--- config.mk ---
export PLATFORM = sky130hd
export DESIGN_NAME = mppt_duty_controller_flat
export DESIGN_NICKNAME = d
export VERILOG_FILES = /design/src/rtl/mppt_pkg.sv /design/src/rtl/mppt_if.sv /design/src/rtl/mppt_cfg.sv /design/src/rtl/mppt_core.sv /design/src/rtl/mppt_duty_controller.sv /design/src/flat_wrapper.sv
export SDC_FILE = /design/constraint.sdc
export NUM_CORES = 1
export LEC_CHECK = 0
export BUFFER_PORTS_ARGS = -buffer_cell sky130_fd_sc_hd__buf_2
export CAP_MARGIN = 5
export CORE_UTILIZATION = 48
export CTS_CLUSTER_SIZE = 24
export DETAILED_ROUTE_END_ITERATION = 10
export GPL_TIMING_DRIVEN = 0
export HOLD_SLACK_MARGIN = 0.02
export PLACE_DENSITY = 0.67
export SYNTH_ARGS = -nofsm -noshare
export SYNTH_HDL_FRONTEND = slang
export SYNTH_SLANG_ARGS = --single-unit
--- constraint.sdc ---
create_clock -name clk -period 13.5 [get_ports clk]
set_clock_uncertainty 0.05 [all_clocks]
set_input_delay 0 -clock clk [delete_from_list [all_inputs] [get_ports clk]]
set_output_delay 0 -clock clk [all_outputs]
set_load 0.01 [all_outputs]
--- src/rtl/mppt_pkg.sv ---
package mppt_pkg;

  localparam int DUTY_BITS_DEF = 8;
  localparam int CFG_DATA_BITS = 32;
  localparam int CFG_IDX_BITS  = 3;

  // Configuration register indexes.
  typedef enum logic [CFG_IDX_BITS-1:0] {
    CFG_PANEL_POWER_MAX     = 3'd0,
    CFG_BATTERY_VOLTAGE_MAX = 3'd1,
    CFG_DUTY_MIN            = 3'd2,
    CFG_DUTY_MAX            = 3'd3,
    CFG_DUTY_INITIAL        = 3'd4,
    CFG_SWEEP_STEP          = 3'd5,
    CFG_PERTURB_STEP        = 3'd6,
    CFG_SWEEP_PASSES        = 3'd7
  } cfg_idx_e;

  // Register values after reset.
  localparam logic [31:0] PANEL_POWER_MAX_RST     = 32'hFFFF_FFFF;
  localparam logic [15:0] BATTERY_VOLTAGE_MAX_RST = 16'hFFFF;
  localparam logic [7:0]  DUTY_MIN_RST            = 8'd0;
  localparam logic [7:0]  DUTY_MAX_RST            = 8'd255;
  localparam logic [7:0]  DUTY_INITIAL_RST        = 8'd128;
  localparam logic [7:0]  SWEEP_STEP_RST          = 8'd1;
  localparam logic [6:0]  PERTURB_STEP_RST        = 7'd1;
  localparam logic [3:0]  SWEEP_PASSES_RST        = 4'd1;

  // One measurement sample.
  typedef struct packed {
    logic [31:0] panel_power;
    logic [15:0] panel_voltage;
    logic [15:0] panel_current;
    logic [15:0] battery_voltage;
  } sample_t;

  // Configuration values whose widths do not follow the duty width.
  typedef struct packed {
    logic [31:0] panel_power_max;
    logic [15:0] battery_voltage_max;
    logic [7:0]  sweep_step;
    logic [6:0]  perturb_step;
    logic [3:0]  sweep_passes;
    logic        reload;
  } cfg_fix_t;

  // Status flags of one result item.
  typedef struct packed {
    logic sweeping;
    logic sweep_done;
    logic power_limited;
    logic voltage_limited;
  } flags_t;

endpackage

--- src/rtl/mppt_if.sv ---
interface mppt_in_if;
  logic        valid;
  logic        ready;
  logic [31:0] panel_power;
  logic [15:0] panel_voltage;
  logic [15:0] panel_current;
  logic [15:0] battery_voltage;

  modport source (output valid, output panel_power, output panel_voltage,
                  output panel_current, output battery_voltage, input ready);
  modport sink (input valid, input panel_power, input panel_voltage,
                input panel_current, input battery_voltage, output ready);
endinterface

interface mppt_out_if import mppt_pkg::*; #(
  parameter int DUTY_BITS = DUTY_BITS_DEF
);
  logic                 valid;
  logic                 ready;
  logic [DUTY_BITS-1:0] duty;
  logic                 sweeping;
  logic                 sweep_done;
  logic                 power_limited;
  logic                 voltage_limited;
  logic [31:0]          best_power;
  logic [DUTY_BITS-1:0] best_duty;

  modport source (output valid, output duty, output sweeping, output sweep_done,
                  output power_limited, output voltage_limited, output best_power,
                  output best_duty, input ready);
  modport sink (input valid, input duty, input sweeping, input sweep_done,
                input power_limited, input voltage_limited, input best_power,
                input best_duty, output ready);
endinterface

--- src/rtl/mppt_cfg.sv ---
module mppt_cfg import mppt_pkg::*; #(
  parameter int DUTY_BITS = DUTY_BITS_DEF
) (
  input  logic                     clk,
  input  logic                     rst_n,
  input  logic                     cfg_we,
  input  logic [CFG_IDX_BITS-1:0]  cfg_index,
  input  logic [CFG_DATA_BITS-1:0] cfg_data,
  output cfg_fix_t                 cfg_o,
  output logic [DUTY_BITS-1:0]     duty_min,
  output logic [DUTY_BITS-1:0]     duty_max,
  output logic [DUTY_BITS-1:0]     duty_initial
);

  cfg_fix_t             cfg_r;
  logic [DUTY_BITS-1:0] duty_min_r, duty_max_r, duty_initial_r;

  always_ff @(posedge clk) begin
    if (!rst_n) begin
      cfg_r.panel_power_max     <= PANEL_POWER_MAX_RST;
      cfg_r.battery_voltage_max <= BATTERY_VOLTAGE_MAX_RST;
      cfg_r.sweep_step          <= SWEEP_STEP_RST;
      cfg_r.perturb_step        <= PERTURB_STEP_RST;
      cfg_r.sweep_passes        <= SWEEP_PASSES_RST;
      cfg_r.reload              <= 1'b0;
      duty_min_r                <= DUTY_BITS'(DUTY_MIN_RST);
      duty_max_r                <= DUTY_BITS'(DUTY_MAX_RST);
      duty_initial_r            <= DUTY_BITS'(DUTY_INITIAL_RST);
    end else begin
      // Writes that touch reset-dependent state ask the core to reload it.
      cfg_r.reload <= cfg_we && (cfg_index == CFG_DUTY_INITIAL ||
                                 cfg_index == CFG_PERTURB_STEP ||
                                 cfg_index == CFG_SWEEP_PASSES);
      if (cfg_we) begin
        case (cfg_index)
          CFG_PANEL_POWER_MAX:     cfg_r.panel_power_max <= cfg_data[31:0];
          CFG_BATTERY_VOLTAGE_MAX: cfg_r.battery_voltage_max <= cfg_data[15:0];
          CFG_DUTY_MIN:            duty_min_r <= cfg_data[DUTY_BITS-1:0];
          CFG_DUTY_MAX:            duty_max_r <= cfg_data[DUTY_BITS-1:0];
          CFG_DUTY_INITIAL:        duty_initial_r <= cfg_data[DUTY_BITS-1:0];
          CFG_SWEEP_STEP:          cfg_r.sweep_step <= cfg_data[7:0];
          CFG_PERTURB_STEP:        cfg_r.perturb_step <= cfg_data[6:0];
          CFG_SWEEP_PASSES:        cfg_r.sweep_passes <= cfg_data[3:0];
          default: ;
        endcase
      end
    end
  end

  assign cfg_o        = cfg_r;
  assign duty_min     = duty_min_r;
  assign duty_max     = duty_max_r;
  assign duty_initial = duty_initial_r;

endmodule

--- src/rtl/mppt_core.sv ---
module mppt_core import mppt_pkg::*; #(
  parameter int DUTY_BITS = DUTY_BITS_DEF
) (
  input  logic                 clk,
  input  logic                 rst_n,
  input  logic                 fire,
  input  sample_t              sample,
  input  cfg_fix_t             cfg,
  input  logic [DUTY_BITS-1:0] duty_min,
  input  logic [DUTY_BITS-1:0] duty_max,
  input  logic [DUTY_BITS-1:0] duty_initial,
  output logic [DUTY_BITS-1:0] duty,
  output flags_t               flags,
  output logic [31:0]          best_power,
  output logic [DUTY_BITS-1:0] best_duty
);

  // Sweep arithmetic holds a duty plus an 8-bit step without overflow.
  localparam int SW = ((DUTY_BITS > 8) ? DUTY_BITS : 8) + 1;
  // Tracking arithmetic holds a duty plus seven steps, signed.
  localparam int TW = ((DUTY_BITS > 10) ? DUTY_BITS : 10) + 2;

  logic [DUTY_BITS-1:0] duty_now_r, duty_now_nxt;
  logic signed [7:0]    signed_step_r, signed_step_nxt;
  logic [31:0]          prev_power_r;
  logic [15:0]          prev_bv_r;
  logic [31:0]          peak_power_r, peak_power_nxt;
  logic [DUTY_BITS-1:0] peak_duty_r, peak_duty_nxt;
  logic                 going_down_r, going_down_nxt;
  logic [3:0]           passes_left_r, passes_left_nxt;
  logic                 final_rise_r, final_rise_nxt;
  logic                 tracking_r, tracking_nxt;
  logic                 started_r;

  always_comb begin
    logic [SW-1:0]        step_w;
    logic [SW-1:0]        duty_w;
    logic [SW-1:0]        rise_w;
    logic [DUTY_BITS-1:0] target;
    logic signed [7:0]    step_t;
    logic signed [TW-1:0] s1, s2, s4, d_w, hi_w, lo_w;

    duty_now_nxt    = duty_now_r;
    signed_step_nxt = signed_step_r;
    peak_power_nxt  = peak_power_r;
    peak_duty_nxt   = peak_duty_r;
    going_down_nxt  = going_down_r;
    passes_left_nxt = passes_left_r;
    final_rise_nxt  = final_rise_r;
    tracking_nxt    = tracking_r;
    flags           = '0;
    flags.sweeping  = !tracking_r;

    step_w = SW'(cfg.sweep_step);
    duty_w = SW'(duty_now_r);
    rise_w = '0;
    target = '0;
    step_t = (sample.panel_power <= prev_power_r) ? -signed_step_r : signed_step_r;
    s1     = TW'(step_t);
    s2     = s1 <<< 1;
    s4     = s1 <<< 2;
    d_w    = $signed(TW'(duty_now_r)) + s1;
    hi_w   = $signed(TW'(duty_max));
    lo_w   = $signed(TW'(duty_min));

    if (!tracking_r) begin
      if (sample.panel_power > peak_power_r) begin
        peak_power_nxt = sample.panel_power;
        peak_duty_nxt  = duty_now_r;
      end
      if (!final_rise_r) begin
        if (going_down_r) begin
          if (duty_now_r > duty_min) begin
            if (duty_w >= SW'(duty_min) + step_w) begin
              duty_now_nxt = DUTY_BITS'(duty_w - step_w);
            end else begin
              duty_now_nxt = duty_min;
            end
          end else begin
            going_down_nxt = 1'b0;
            if (passes_left_r != 4'd0) begin
              passes_left_nxt = passes_left_r - 4'd1;
            end
          end
        end else begin
          if (step_w <= SW'(duty_max) && duty_w < SW'(duty_max) - step_w) begin
            duty_now_nxt = DUTY_BITS'(duty_w + step_w);
          end else begin
            going_down_nxt = 1'b1;
          end
        end
        if (passes_left_nxt == 4'd0) begin
          final_rise_nxt = 1'b1;
        end
      end
      // The rise can start on the same sample that ends the last pass.
      if (final_rise_nxt) begin
        target = (duty_initial > duty_max) ? duty_max : duty_initial;
        if (duty_now_nxt < target) begin
          rise_w       = SW'(duty_now_nxt) + step_w;
          duty_now_nxt = (rise_w > SW'(duty_max)) ? duty_max : DUTY_BITS'(rise_w);
        end else begin
          duty_now_nxt     = peak_duty_nxt;
          flags.sweep_done = 1'b1;
          tracking_nxt     = 1'b1;
        end
      end
    end else begin
      signed_step_nxt = step_t;
      if (sample.panel_power > cfg.panel_power_max) begin
        flags.power_limited = 1'b1;
        d_w = (sample.panel_power < prev_power_r) ? d_w + s2 : d_w - s2;
      end
      if (sample.battery_voltage > cfg.battery_voltage_max) begin
        flags.voltage_limited = 1'b1;
        d_w = (sample.battery_voltage < prev_bv_r) ? d_w + s4 : d_w - s4;
      end
      if (d_w > hi_w) d_w = hi_w;
      if (d_w < lo_w) d_w = lo_w;
      duty_now_nxt = DUTY_BITS'(d_w);
    end
  end

  always_ff @(posedge clk) begin
    if (!rst_n) begin
      duty_now_r    <= DUTY_BITS'(DUTY_INITIAL_RST);
      signed_step_r <= $signed({1'b0, PERTURB_STEP_RST});
      prev_power_r  <= '0;
      prev_bv_r     <= '0;
      peak_power_r  <= '0;
      peak_duty_r   <= DUTY_BITS'(DUTY_INITIAL_RST);
      going_down_r  <= 1'b1;
      passes_left_r <= SWEEP_PASSES_RST;
      final_rise_r  <= (SWEEP_PASSES_RST == 4'd0);
      tracking_r    <= 1'b0;
      started_r     <= 1'b0;
    end else if (fire) begin
      duty_now_r    <= duty_now_nxt;
      signed_step_r <= signed_step_nxt;
      prev_power_r  <= sample.panel_power;
      prev_bv_r     <= sample.battery_voltage;
      peak_power_r  <= peak_power_nxt;
      peak_duty_r   <= peak_duty_nxt;
      going_down_r  <= going_down_nxt;
      passes_left_r <= passes_left_nxt;
      final_rise_r  <= final_rise_nxt;
      tracking_r    <= tracking_nxt;
      started_r     <= 1'b1;
    end else if (cfg.reload && !started_r) begin
      duty_now_r    <= duty_initial;
      peak_duty_r   <= duty_initial;
      signed_step_r <= $signed({1'b0, cfg.perturb_step});
      passes_left_r <= cfg.sweep_passes;
      final_rise_r  <= (cfg.sweep_passes == 4'd0);
    end
  end

  assign duty       = duty_now_nxt;
  assign best_power = peak_power_nxt;
  assign best_duty  = peak_duty_nxt;

endmodule

--- src/rtl/mppt_duty_controller.sv ---
// Path: an accepted sample item waits in the sample register, and its result
// item is registered in the result register once that register can take it.
// Throughput: one item per cycle while the sink takes each result; the sample register
// and the result register each hold one item; the state update is one pass between them.
// Reset: synchronous on rst_n low; configuration returns to its reset values,
// the tracker restarts its sweep from duty_initial and both stages empty.
module mppt_duty_controller import mppt_pkg::*; #(
  parameter int DUTY_BITS = DUTY_BITS_DEF
) (
  input  logic                     clk,
  input  logic                     rst_n,
  mppt_in_if.sink                  in_ch,
  mppt_out_if.source               out_ch,
  input  logic                     cfg_we,
  input  logic [CFG_IDX_BITS-1:0]  cfg_index,
  input  logic [CFG_DATA_BITS-1:0] cfg_data
);

  // Configuration registers. A write of duty_initial, perturb_step or
  // sweep_passes before the first sample also reloads the tracker state
  // that resets from those values, through a registered reload request.
  cfg_fix_t             cfg;
  logic [DUTY_BITS-1:0] duty_min, duty_max, duty_initial;

  mppt_cfg #(.DUTY_BITS(DUTY_BITS)) u_cfg (
    .clk          (clk),
    .rst_n        (rst_n),
    .cfg_we       (cfg_we),
    .cfg_index    (cfg_index),
    .cfg_data     (cfg_data),
    .cfg_o        (cfg),
    .duty_min     (duty_min),
    .duty_max     (duty_max),
    .duty_initial (duty_initial)
  );

  // Sample register. It takes a new item whenever it is empty or its
  // current item moves on in the same cycle.
  sample_t sample_r;
  logic    sample_valid_r;
  logic    fire;

  // The core consumes the held sample when the result register can take
  // its result: either it is empty or the sink takes its item now.
  assign fire        = sample_valid_r && (!out_ch.valid || out_ch.ready);
  assign in_ch.ready = !sample_valid_r || fire;

  always_ff @(posedge clk) begin
    if (!rst_n) begin
      sample_valid_r <= 1'b0;
    end else if (in_ch.ready) begin
      sample_valid_r <= in_ch.valid;
    end
  end

  always_ff @(posedge clk) begin
    if (in_ch.valid && in_ch.ready) begin
      sample_r.panel_power     <= in_ch.panel_power;
      sample_r.panel_voltage   <= in_ch.panel_voltage;
      sample_r.panel_current   <= in_ch.panel_current;
      sample_r.battery_voltage <= in_ch.battery_voltage;
    end
  end

  // Sweep and perturb-and-observe state, updated once per consumed sample.
  logic [DUTY_BITS-1:0] duty_c, best_duty_c;
  logic [31:0]          best_power_c;
  flags_t               flags_c;

  mppt_core #(.DUTY_BITS(DUTY_BITS)) u_core (
    .clk          (clk),
    .rst_n        (rst_n),
    .fire         (fire),
    .sample       (sample_r),
    .cfg          (cfg),
    .duty_min     (duty_min),
    .duty_max     (duty_max),
    .duty_initial (duty_initial),
    .duty         (duty_c),
    .flags        (flags_c),
    .best_power   (best_power_c),
    .best_duty    (best_duty_c)
  );

  // Result register. It holds an item until the sink takes it.
  logic                 out_valid_r;
  logic [DUTY_BITS-1:0] duty_r, best_duty_r;
  logic [31:0]          best_power_r;
  flags_t               flags_r;

  always_ff @(posedge clk) begin
    if (!rst_n) begin
      out_valid_r <= 1'b0;
    end else if (fire) begin
      out_valid_r <= 1'b1;
    end else if (out_ch.ready) begin
      out_valid_r <= 1'b0;
    end
  end

  always_ff @(posedge clk) begin
    if (fire) begin
      duty_r       <= duty_c;
      flags_r      <= flags_c;
      best_power_r <= best_power_c;
      best_duty_r  <= best_duty_c;
    end
  end

  assign out_ch.valid           = out_valid_r;
  assign out_ch.duty            = duty_r;
  assign out_ch.sweeping        = flags_r.sweeping;
  assign out_ch.sweep_done      = flags_r.sweep_done;
  assign out_ch.power_limited   = flags_r.power_limited;
  assign out_ch.voltage_limited = flags_r.voltage_limited;
  assign out_ch.best_power      = best_power_r;
  assign out_ch.best_duty       = best_duty_r;

endmodule

--- src/flat_wrapper.sv ---
// flat-port wrapper written by rule: the top's interface ports become plain ports
module mppt_duty_controller_flat import mppt_pkg::*;
#(
  parameter int DUTY_BITS = DUTY_BITS_DEF
)
  (clk, rst_n, cfg_we, cfg_index, cfg_data, in_ch_valid, in_ch_panel_power, in_ch_panel_voltage, in_ch_panel_current, in_ch_battery_voltage, in_ch_ready, out_ch_valid, out_ch_duty, out_ch_sweeping, out_ch_sweep_done, out_ch_power_limited, out_ch_voltage_limited, out_ch_best_power, out_ch_best_duty, out_ch_ready);
  mppt_in_if in_ch_i ();
  mppt_out_if #(.DUTY_BITS(DUTY_BITS)) out_ch_i ();
  input  logic clk;
  input  logic rst_n;
  input  logic cfg_we;
  input  logic [CFG_IDX_BITS-1:0] cfg_index;
  input  logic [CFG_DATA_BITS-1:0] cfg_data;
  input wire logic [$bits(in_ch_i.valid)-1:0] in_ch_valid;
  input wire logic [$bits(in_ch_i.panel_power)-1:0] in_ch_panel_power;
  input wire logic [$bits(in_ch_i.panel_voltage)-1:0] in_ch_panel_voltage;
  input wire logic [$bits(in_ch_i.panel_current)-1:0] in_ch_panel_current;
  input wire logic [$bits(in_ch_i.battery_voltage)-1:0] in_ch_battery_voltage;
  output wire logic [$bits(in_ch_i.ready)-1:0] in_ch_ready;
  output wire logic [$bits(out_ch_i.valid)-1:0] out_ch_valid;
  output wire logic [$bits(out_ch_i.duty)-1:0] out_ch_duty;
  output wire logic [$bits(out_ch_i.sweeping)-1:0] out_ch_sweeping;
  output wire logic [$bits(out_ch_i.sweep_done)-1:0] out_ch_sweep_done;
  output wire logic [$bits(out_ch_i.power_limited)-1:0] out_ch_power_limited;
  output wire logic [$bits(out_ch_i.voltage_limited)-1:0] out_ch_voltage_limited;
  output wire logic [$bits(out_ch_i.best_power)-1:0] out_ch_best_power;
  output wire logic [$bits(out_ch_i.best_duty)-1:0] out_ch_best_duty;
  input wire logic [$bits(out_ch_i.ready)-1:0] out_ch_ready;
  assign in_ch_i.valid = in_ch_valid;
  assign in_ch_i.panel_power = in_ch_panel_power;
  assign in_ch_i.panel_voltage = in_ch_panel_voltage;
  assign in_ch_i.panel_current = in_ch_panel_current;
  assign in_ch_i.battery_voltage = in_ch_battery_voltage;
  assign in_ch_ready = in_ch_i.ready;
  assign out_ch_valid = out_ch_i.valid;
  assign out_ch_duty = out_ch_i.duty;
  assign out_ch_sweeping = out_ch_i.sweeping;
  assign out_ch_sweep_done = out_ch_i.sweep_done;
  assign out_ch_power_limited = out_ch_i.power_limited;
  assign out_ch_voltage_limited = out_ch_i.voltage_limited;
  assign out_ch_best_power = out_ch_i.best_power;
  assign out_ch_best_duty = out_ch_i.best_duty;
  assign out_ch_i.ready = out_ch_ready;
  mppt_duty_controller #(.DUTY_BITS(DUTY_BITS)) u_core (.clk(clk), .rst_n(rst_n), .in_ch(in_ch_i), .out_ch(out_ch_i), .cfg_we(cfg_we), .cfg_index(cfg_index), .cfg_data(cfg_data));
endmodule
==> results.md, run 1 <==
* Synthesized cell area at roughly 0.02 mm²
* Post-Syn Instances at between 2000 and 2500
* DRC errors left at 0
* Final wirelength at 62.9 mm
* Insertion delay to the later sink of the worst-skew pair at approximately 570 ps
* Sum Neg Setup Slack at 0 ps
* Top cell type's share of synthesized area at about a fifth
* Share of cells above drive strength 1 at 9.22%
* Clock sink count at roughly 310
* Slowest cell on the critical path: nor4_2
* Die span in y at approximately 210 µm
* Starting density of the core at between 40% and 50%
* Number of enable flip-flop cells after synthesis at 100
* Die area at between 0.04 and 0.05 mm²
* H-tree depth at 2
* Pin count of the biggest net entering global routing at 40
* Worst slack at placement at 1460 ps
* Syn. warnings at 0
* Post-layout worst setup margin at approximately 1200 ps
* Standard-cell row count at 75
* DIE WIDTH at roughly 210 µm
* Leading post-synthesis cells by instance count: 396 x nand2_1, 255 x ha_1, 207 x inv_1
* CTS tree: built
* GRT Residual Overflow at 0
* Global placement routability congestion at 0.987
* Largest driver fanout on the critical path at 10
* Result of the run: complete, no violations
* Proportion of register bits with asynchronous set or reset after synthesis at 0%
* Antenna diodes at 0
* Post-route antenna net violation count at 0
* Final net count at between 2000 and 3000
* Placeable core area at 0.0419 mm²
* Arr. time, crit path at about 13000 ps
* Max-slew violations at 0
* Part of the Yosys area used for sequential elements at 34.9%
* Global-route total usage across every layer at 29.1%
* Part of the power in the clock network at ~29%
* Maximum clock path buffer count at 3
* Setup slack, reg-to-reg at around 1200 ps
* Routed length per instance at ~20 µm
* Unique masters post-synth at 90
* Power density cells at around 140 mW/mm²
* Post-synth top flop: dfxtp_1
* Pleak at 0.0103 µW
* Part of the power in combinational logic at a little under two fifths
* Number of CTS-inserted buffers at 36
* Start-to-end type of the worst setup path: reg -> reg
* Kind of start point of the critical path: register
* Max-Slew Margin vs Limit at 11.8%
* Post-DR vias/cell at between 5 and 6
* Setup violators final at 0
* Initial detailed-routing violation count at approximately 1200
* Post-route minimum period at between 10000 and 15000 ps
* Global-route wire length before repair at 98.8 mm
* HPWL after detailed placement at 47.6 mm
* Via count of the first global-routing pass at 17900
* Growth of design area from synthesis to finish at 16.8%
* Largest stage delay, worst path at 640 ps
* Number of buffers added on ports at roughly 140
* Max-capacitance violation count at 0
* Part of the total power dissipated in sequential elements at between 30 and 40%
* Clock input transition at the sequential cells of the worst setup and hold paths at approximately 60 ps
* Dominant cell type by area after synthesis: dfxtp_1
* Io pins at roughly 170
* Clk root buf: clkbuf_16
* Maximum clock frequency at roughly 81 MHz
* Total via count after detailed routing at approximately 18000
* Number of synthesized register bits at between 300 and 400
* Initial antenna violation count at 1
* Final cycle utilization of the critical path at roughly nine tenths
* Mean cell area of the mapped netlist at approximately 8.7 µm²
* Worst Hold Class: in -> reg
* Top-count cell post-synth: nand2_1
* WP data required at between 10000 and 15000 ps
* Detailed-routing iteration count for the pre-antenna-repair pass at 6
* Net Sw Power at around 1200 µW
* CP most frequent cell: ha_1
* Transition time at the pin with the least slew margin at between 1000 and 1500 ps
* Final-report hold violation count at 0
* RSZ-0062 raised after global routing: false
* Type of destination of the critical path: register
* Cell-internal power at around 2000 µW
* Worst ir drop on vdd at 108 µV
* Synthesized net count at around 2700
* Largest cells by area after synthesis: dfxtp_1 20%, ha_1 16%, edfxtp_1 15%
* Net switching fraction of the power at 36.7%
## power by group through the flow
stage / combinational (µW) / sequential (µW) / clock (µW)
finish: 1220 / 1080 / 936
floorplan: 854 / 1080 / 0
global placement: 1140 / 1090 / 0
detailed placement: 1160 / 1090 / 0
global route: 1350 / 1080 / 985
CTS: 1190 / 1070 / 948
## cell usage in the layout, fill, tap and decap left out, types with 39 or more instances in the layout
cell / count
ha_1: 255
edfxtp_1: 100
xnor2_1: 52
o211ai_1: 70
a21oi_1: 109
a21boi_0: 107
nand2_1: 396
dlygate4sd3_1: 89
mux2i_1: 49
a21o_1: 54
inv_1: 207
clkbuf_1: 93
nor2_1: 101
nand3_1: 39
dfxtp_1: 206
buf_2: 142
o21ai_0: 111
## cell families after synthesis
group,after synthesis,share of synthesized area [%]
simple gates,716,15.8
compound gates,618,20.6
flops,306,34.9
buf+inv,301,5.59
fa+ha+maj,263,16.4
xor+xnor,70,3.21
mux,68,3.48
## final timing paths
check	from	end	depth (start not counted)
setup / recovery	u_core.sample_r[79]$_DFFE_PP_	u_core.out_ch.duty[2]$_DFFE_PP_	45
hold / removal	in_ch_panel_power[9]	u_core.sample_r[57]$_DFFE_PP_	2
setup reg to reg	u_core.sample_r[79]$_DFFE_PP_	u_core.out_ch.duty[2]$_DFFE_PP_	45
hold reg to reg	u_core.u_core.prev_bv_r[6]$_SDFFE_PN0P_	u_core.u_core.prev_bv_r[6]$_SDFFE_PN0P_	2
## sequential cells by signal, summed over array words and instances (netlist names), 16 cells and up
| signal | flops |
|---|---|
| u_core.sample_r | 48 |
| u_core.u_core.peak_power_r | 32 |
| u_core.u_core.prev_bv_r | 16 |
| u_core.u_core.prev_power_r | 32 |
| u_core.u_cfg.cfg_o | 68 |
| u_core.out_ch.best_power | 32 |
## per-stage QoR
stage          util [%]  total power, µW  cells  instance area [µm²]  hold slack (ps)
3_5_place_dp       52.1             2260   3020                21800              128
3_3_place_gp       51.9             2230   3017                21800              127
5_1_grt            56.9             3410   3176                23900             85.1
4_1_cts            56.8             3210   3175                23800             67.1
2_1_floorplan         -             1930   2342                20400             48.9
6_report           56.9             3230   3176                23900             97.5
## timing repair
action                                 4_1_cts  5_1_grt
gates resized for setup                      0        0
hold buffers                                89        0
setup buffers                                0        0
endpoints found under the hold margin      153        0
## area by class of cell
type / count / area, µm²
fillers: 3758 / 18100
flip-flops and latches: 306 / 7130
repair buffers: 229 / 1620
inverters: 208 / 781
well taps: 539 / 674
clock inverters: 14 / 106
multi-input cells: 1735 / 12200
plain buffers: 93 / 363
clock buffers: 52 / 1010
## critical path: cells and delay by family (launching register included)
| kind | cells | cell delay, ps |
|---|---|---|
| buf+inv | 3 | 630 |
| simple gates | 13 | 3090 |
| fa+ha+maj | 6 | 2020 |
| flops | 1 | 550 |
| mux | 4 | 1110 |
| xor+xnor | 2 | 230 |
| compound gates | 17 | 4320 |
## per-layer routing
metal  part of all wire (%)  global-route usage, %
met1                     43                   36.7
met2                     48                   50.2
met3                    5.8                   3.80
met4                    3.8                   11.9
met5                  0.013                      0
No activity file was read; power rests on OpenSTA's default activity.
==> run 2, diff against run 1 <==
--- a/config.mk
+++ b/config.mk
@@ -7,6 +7,7 @@
 export LEC_CHECK = 0
 export BUFFER_PORTS_ARGS = -buffer_cell sky130_fd_sc_hd__buf_2
 export CAP_MARGIN = 5
+export CORE_ASPECT_RATIO = 0.75
 export CORE_UTILIZATION = 48
 export CTS_CLUSTER_SIZE = 24
 export DETAILED_ROUTE_END_ITERATION = 10
==> run 2 against run 1 <==
Against the previous run:
- register-to-register slack improved by 40 ps
- fmax rose by 0.29%
- setup slack improved by 36 ps
- non-clock buffer count rose by 2
- critical path type unchanged
- critical endpoint is now u_core.out_ch.duty[0]$_DFFE_PP_
==> results.md, run 2 (same netlist as run 1, synthesis figures left out) <==
* Global placement routability congestion at 0.990 (was 0.987)
* Post-route antenna net violation count at 0 (unchanged)
* Antenna diodes at 0 (unchanged)
* HPWL after detailed placement at 52.3 mm (was 47.6 mm)
* Worst slack at placement at 1580 ps (was 1460 ps)
* Part of the total power dissipated in sequential elements at 33.0% (was 33.3%)
* Global-route total usage across every layer at 31.1% (was 29.1%)
* Result of the run: complete, no violations (unchanged)
* Post-DR vias/cell at 5.85 (was 5.72)
* Largest stage delay, worst path at 740 ps (was 640 ps)
* Largest driver fanout on the critical path at 10 (unchanged)
* Clock sink count at 306 (unchanged)
* Cell-internal power at 2060 µW (was 2040 µW)
* Number of CTS-inserted buffers at 34 (was 36)
* Max-capacitance violation count at 0 (unchanged)
* Die area at 0.0434 mm² (about the same)
* Power density cells at 137 mW/mm² (was 135 mW/mm²)
* Via count of the first global-routing pass at 18000 (was 17900)
* CTS tree: built (unchanged)
* Area of the multi-input gates at 0.0122 mm² (about the same)
* Insertion delay to the later sink of the worst-skew pair at 530 ps (was 570 ps)
* Kind of start point of the critical path: register (unchanged)
* Worst ir drop on vdd at 85.8 µV (was 108 µV)
* Number of hold buffers added after CTS at 91 (was 89)
* Post-layout worst setup margin at 1230 ps (was 1200 ps)
* WP data required at 13710 ps (was 13720 ps)
* Post-Place Cell Area at 0.0219 mm² (was 0.0218 mm²)
* Starting density of the core at 48.6% (was 48.7%)
* Net switching fraction of the power at 36.9% (was 36.7%)
* Type of destination of the critical path: register (unchanged)
* Standard-cell row count at 65 (was 75)
* DIE WIDTH at 240 µm (was 208 µm)
* Part of the power in combinational logic at 37.8% (was 37.7%)
* Net Sw Power at 1210 µW (was 1180 µW)
* Origin of the worst setup path: u_core.sample_r[63]$_DFFE_PP_ (was u_core.sample_r[79]$_DFFE_PP_)
* Max-slew violations at 0 (unchanged)
* Growth of design area from synthesis to finish at 17.1% (was 16.8%)
* Final wirelength at 67.8 mm (was 62.9 mm)
* DRC errors left at 0 (unchanged)
* Pleak at 0.0103 µW (about the same)
* Maximum clock path buffer count at 3 (unchanged)
* Routed length per instance at 21.2 µm (was 19.8 µm)
* Global-route wire length before repair at 103 mm (was 98.8 mm)
* Number of buffers added on ports at 136 (unchanged)
* Part of the power in the clock network at 29.2% (was 29.0%)
* H-tree depth at 2 (unchanged)
* Total non-filler cell area in the finished layout at 0.0239 mm² (about the same)
* Setup violators final at 0 (unchanged)
* Share of cells above drive strength 1 at 9.23% (was 9.22%)
* Cell count after placement at 3050 (was 3020)
* Transition time at the pin with the least slew margin at 1300 ps (was 1310 ps)
* Post-route minimum period at 12270 ps (was 12300 ps)
* Final net count at 2992 (unchanged)
* Commonest non-fill, non-tap cell in the layout: nand2_1 (unchanged)
* Sum Neg Setup Slack at 0 ps (unchanged)
* GRT Residual Overflow at 0 (unchanged)
* Initial antenna violation count at 1 (unchanged)
* Start-to-end type of the worst setup path: reg -> reg (unchanged)
* Maximum clock frequency at 81.5 MHz (was 81.3 MHz)
* Detailed-routing iteration count for the pre-antenna-repair pass at 6 (unchanged)
* Area occupied by registers at 0.00713 mm² (unchanged)
* Placeable core area at 0.0420 mm² (was 0.0419 mm²)
* Cell Count, Final, Fillers Out at 3203 (was 3176)
* Final cycle utilization of the critical path at 90.9% (was 91.1%)
* Io pins at 174 (unchanged)
* Commonest cells after routing, fill and taps aside: 396 x nand2_1, 255 x ha_1, 207 x inv_1 (unchanged)
* Cells resized by post-CTS repair at 0 (unchanged)
* Pin count of the biggest net entering global routing at 36 (was 40)
* Reg-to-Reg Start: u_core.sample_r[63]$_DFFE_PP_ (was u_core.sample_r[79]$_DFFE_PP_)
* Slowest cell on the critical path: mux2i_1 (was nor4_2)
* Total via count after detailed routing at 18700 (was 18200)
* Final-report hold violation count at 0 (unchanged)
* Clock input transition at the sequential cells of the worst setup and hold paths at 70 ps (was 60 ps)
* Post-CTS Setup Inserts at 0 (unchanged)
* Clk root buf: clkbuf_16 (unchanged)
* Fill cells at 3717 (was 3758)
* Arr. time, crit path at 12480 ps (was 12520 ps)
* Largest register FFs at 68 (unchanged)
* Worst Hold Class: in -> reg (unchanged)
* CP most frequent cell: ha_1 (unchanged)
* Initial detailed-routing violation count at 2081 (was 1246)
* Max-Slew Margin vs Limit at 12.9% (was 11.8%)
* Hold Path Origin: in_ch_panel_power[15] (was in_ch_panel_power[9])
* RSZ-0062 raised after global routing: false (unchanged)
* Die span in y at 181 µm (was 208 µm)
-- run 2: routing by layer --
| metal | GRT usage [%] | part of all wire [%] | up-vias |
|---|---|---|---|
| li1 | - | - | 8834 |
| met2 | 43.3 | 39 | 869 |
| met4 | 8.64 | 2.8 | 0 |
| met3 | 7.51 | 11 | 124 |
| met5 | 0 | 0 | - |
| met1 | 47.0 | 47 | 8918 |
-- run 2: path summary, 6_finish.rpt --
| path | end | slack [ps] | depth (start not counted) |
|---|---|---|---|
| max | u_core.out_ch.duty[0]$_DFFE_PP_ | 1230 | 48 |
| min | u_core.sample_r[63]$_DFFE_PP_ | 130 | 2 |
| max reg2reg | u_core.out_ch.duty[0]$_DFFE_PP_ | 1230 | 48 |
| min reg2reg | u_core.u_core.prev_power_r[28]$_SDFFE_PN0P_ | 420 | 2 |
-- run 2: worst max-delay path, delay by kind of cell, from the launching register on --
family,cells,cell delay [ps]
compound gates,17,4000
simple gates,15,3030
fa+ha+maj,6,1980
mux,3,960
xor+xnor,4,770
buf+inv,3,630
flops,1,550
-- run 2: cell type report --
type | count | share of cell area, %
multi-input combinational | 1735 | 50.9
clock buffer | 46 | 4.05
buffer | 93 | 1.52
inverter | 208 | 3.26
sequential | 306 | 29.8
timing repair buffer | 231 | 6.94
clock inverter | 15 | 0.596
tap | 569 | 2.98
-- run 2: stage by stage --
stage / util [%] / hold WS, ps / total power [µW]
after floorplan: - / 48.9 / 1930
after global placement: 51.9 / 127 / 2250
after detailed placement: 52.1 / 128 / 2280
after CTS: 56.9 / 110 / 3250
after global routing: 56.9 / 119 / 3450
final: 56.9 / 128 / 3270
-- run 2: power groups by stage --
stage | registers, µW | logic, µW | clock network (µW)
floorplan | 1080 | 854 | 0
global placement | 1100 | 1150 | 0
CTS | 1080 | 1210 | 960
global route | 1080 | 1360 | 1000
finish | 1080 | 1240 | 954
detailed placement | 1100 | 1180 | 0
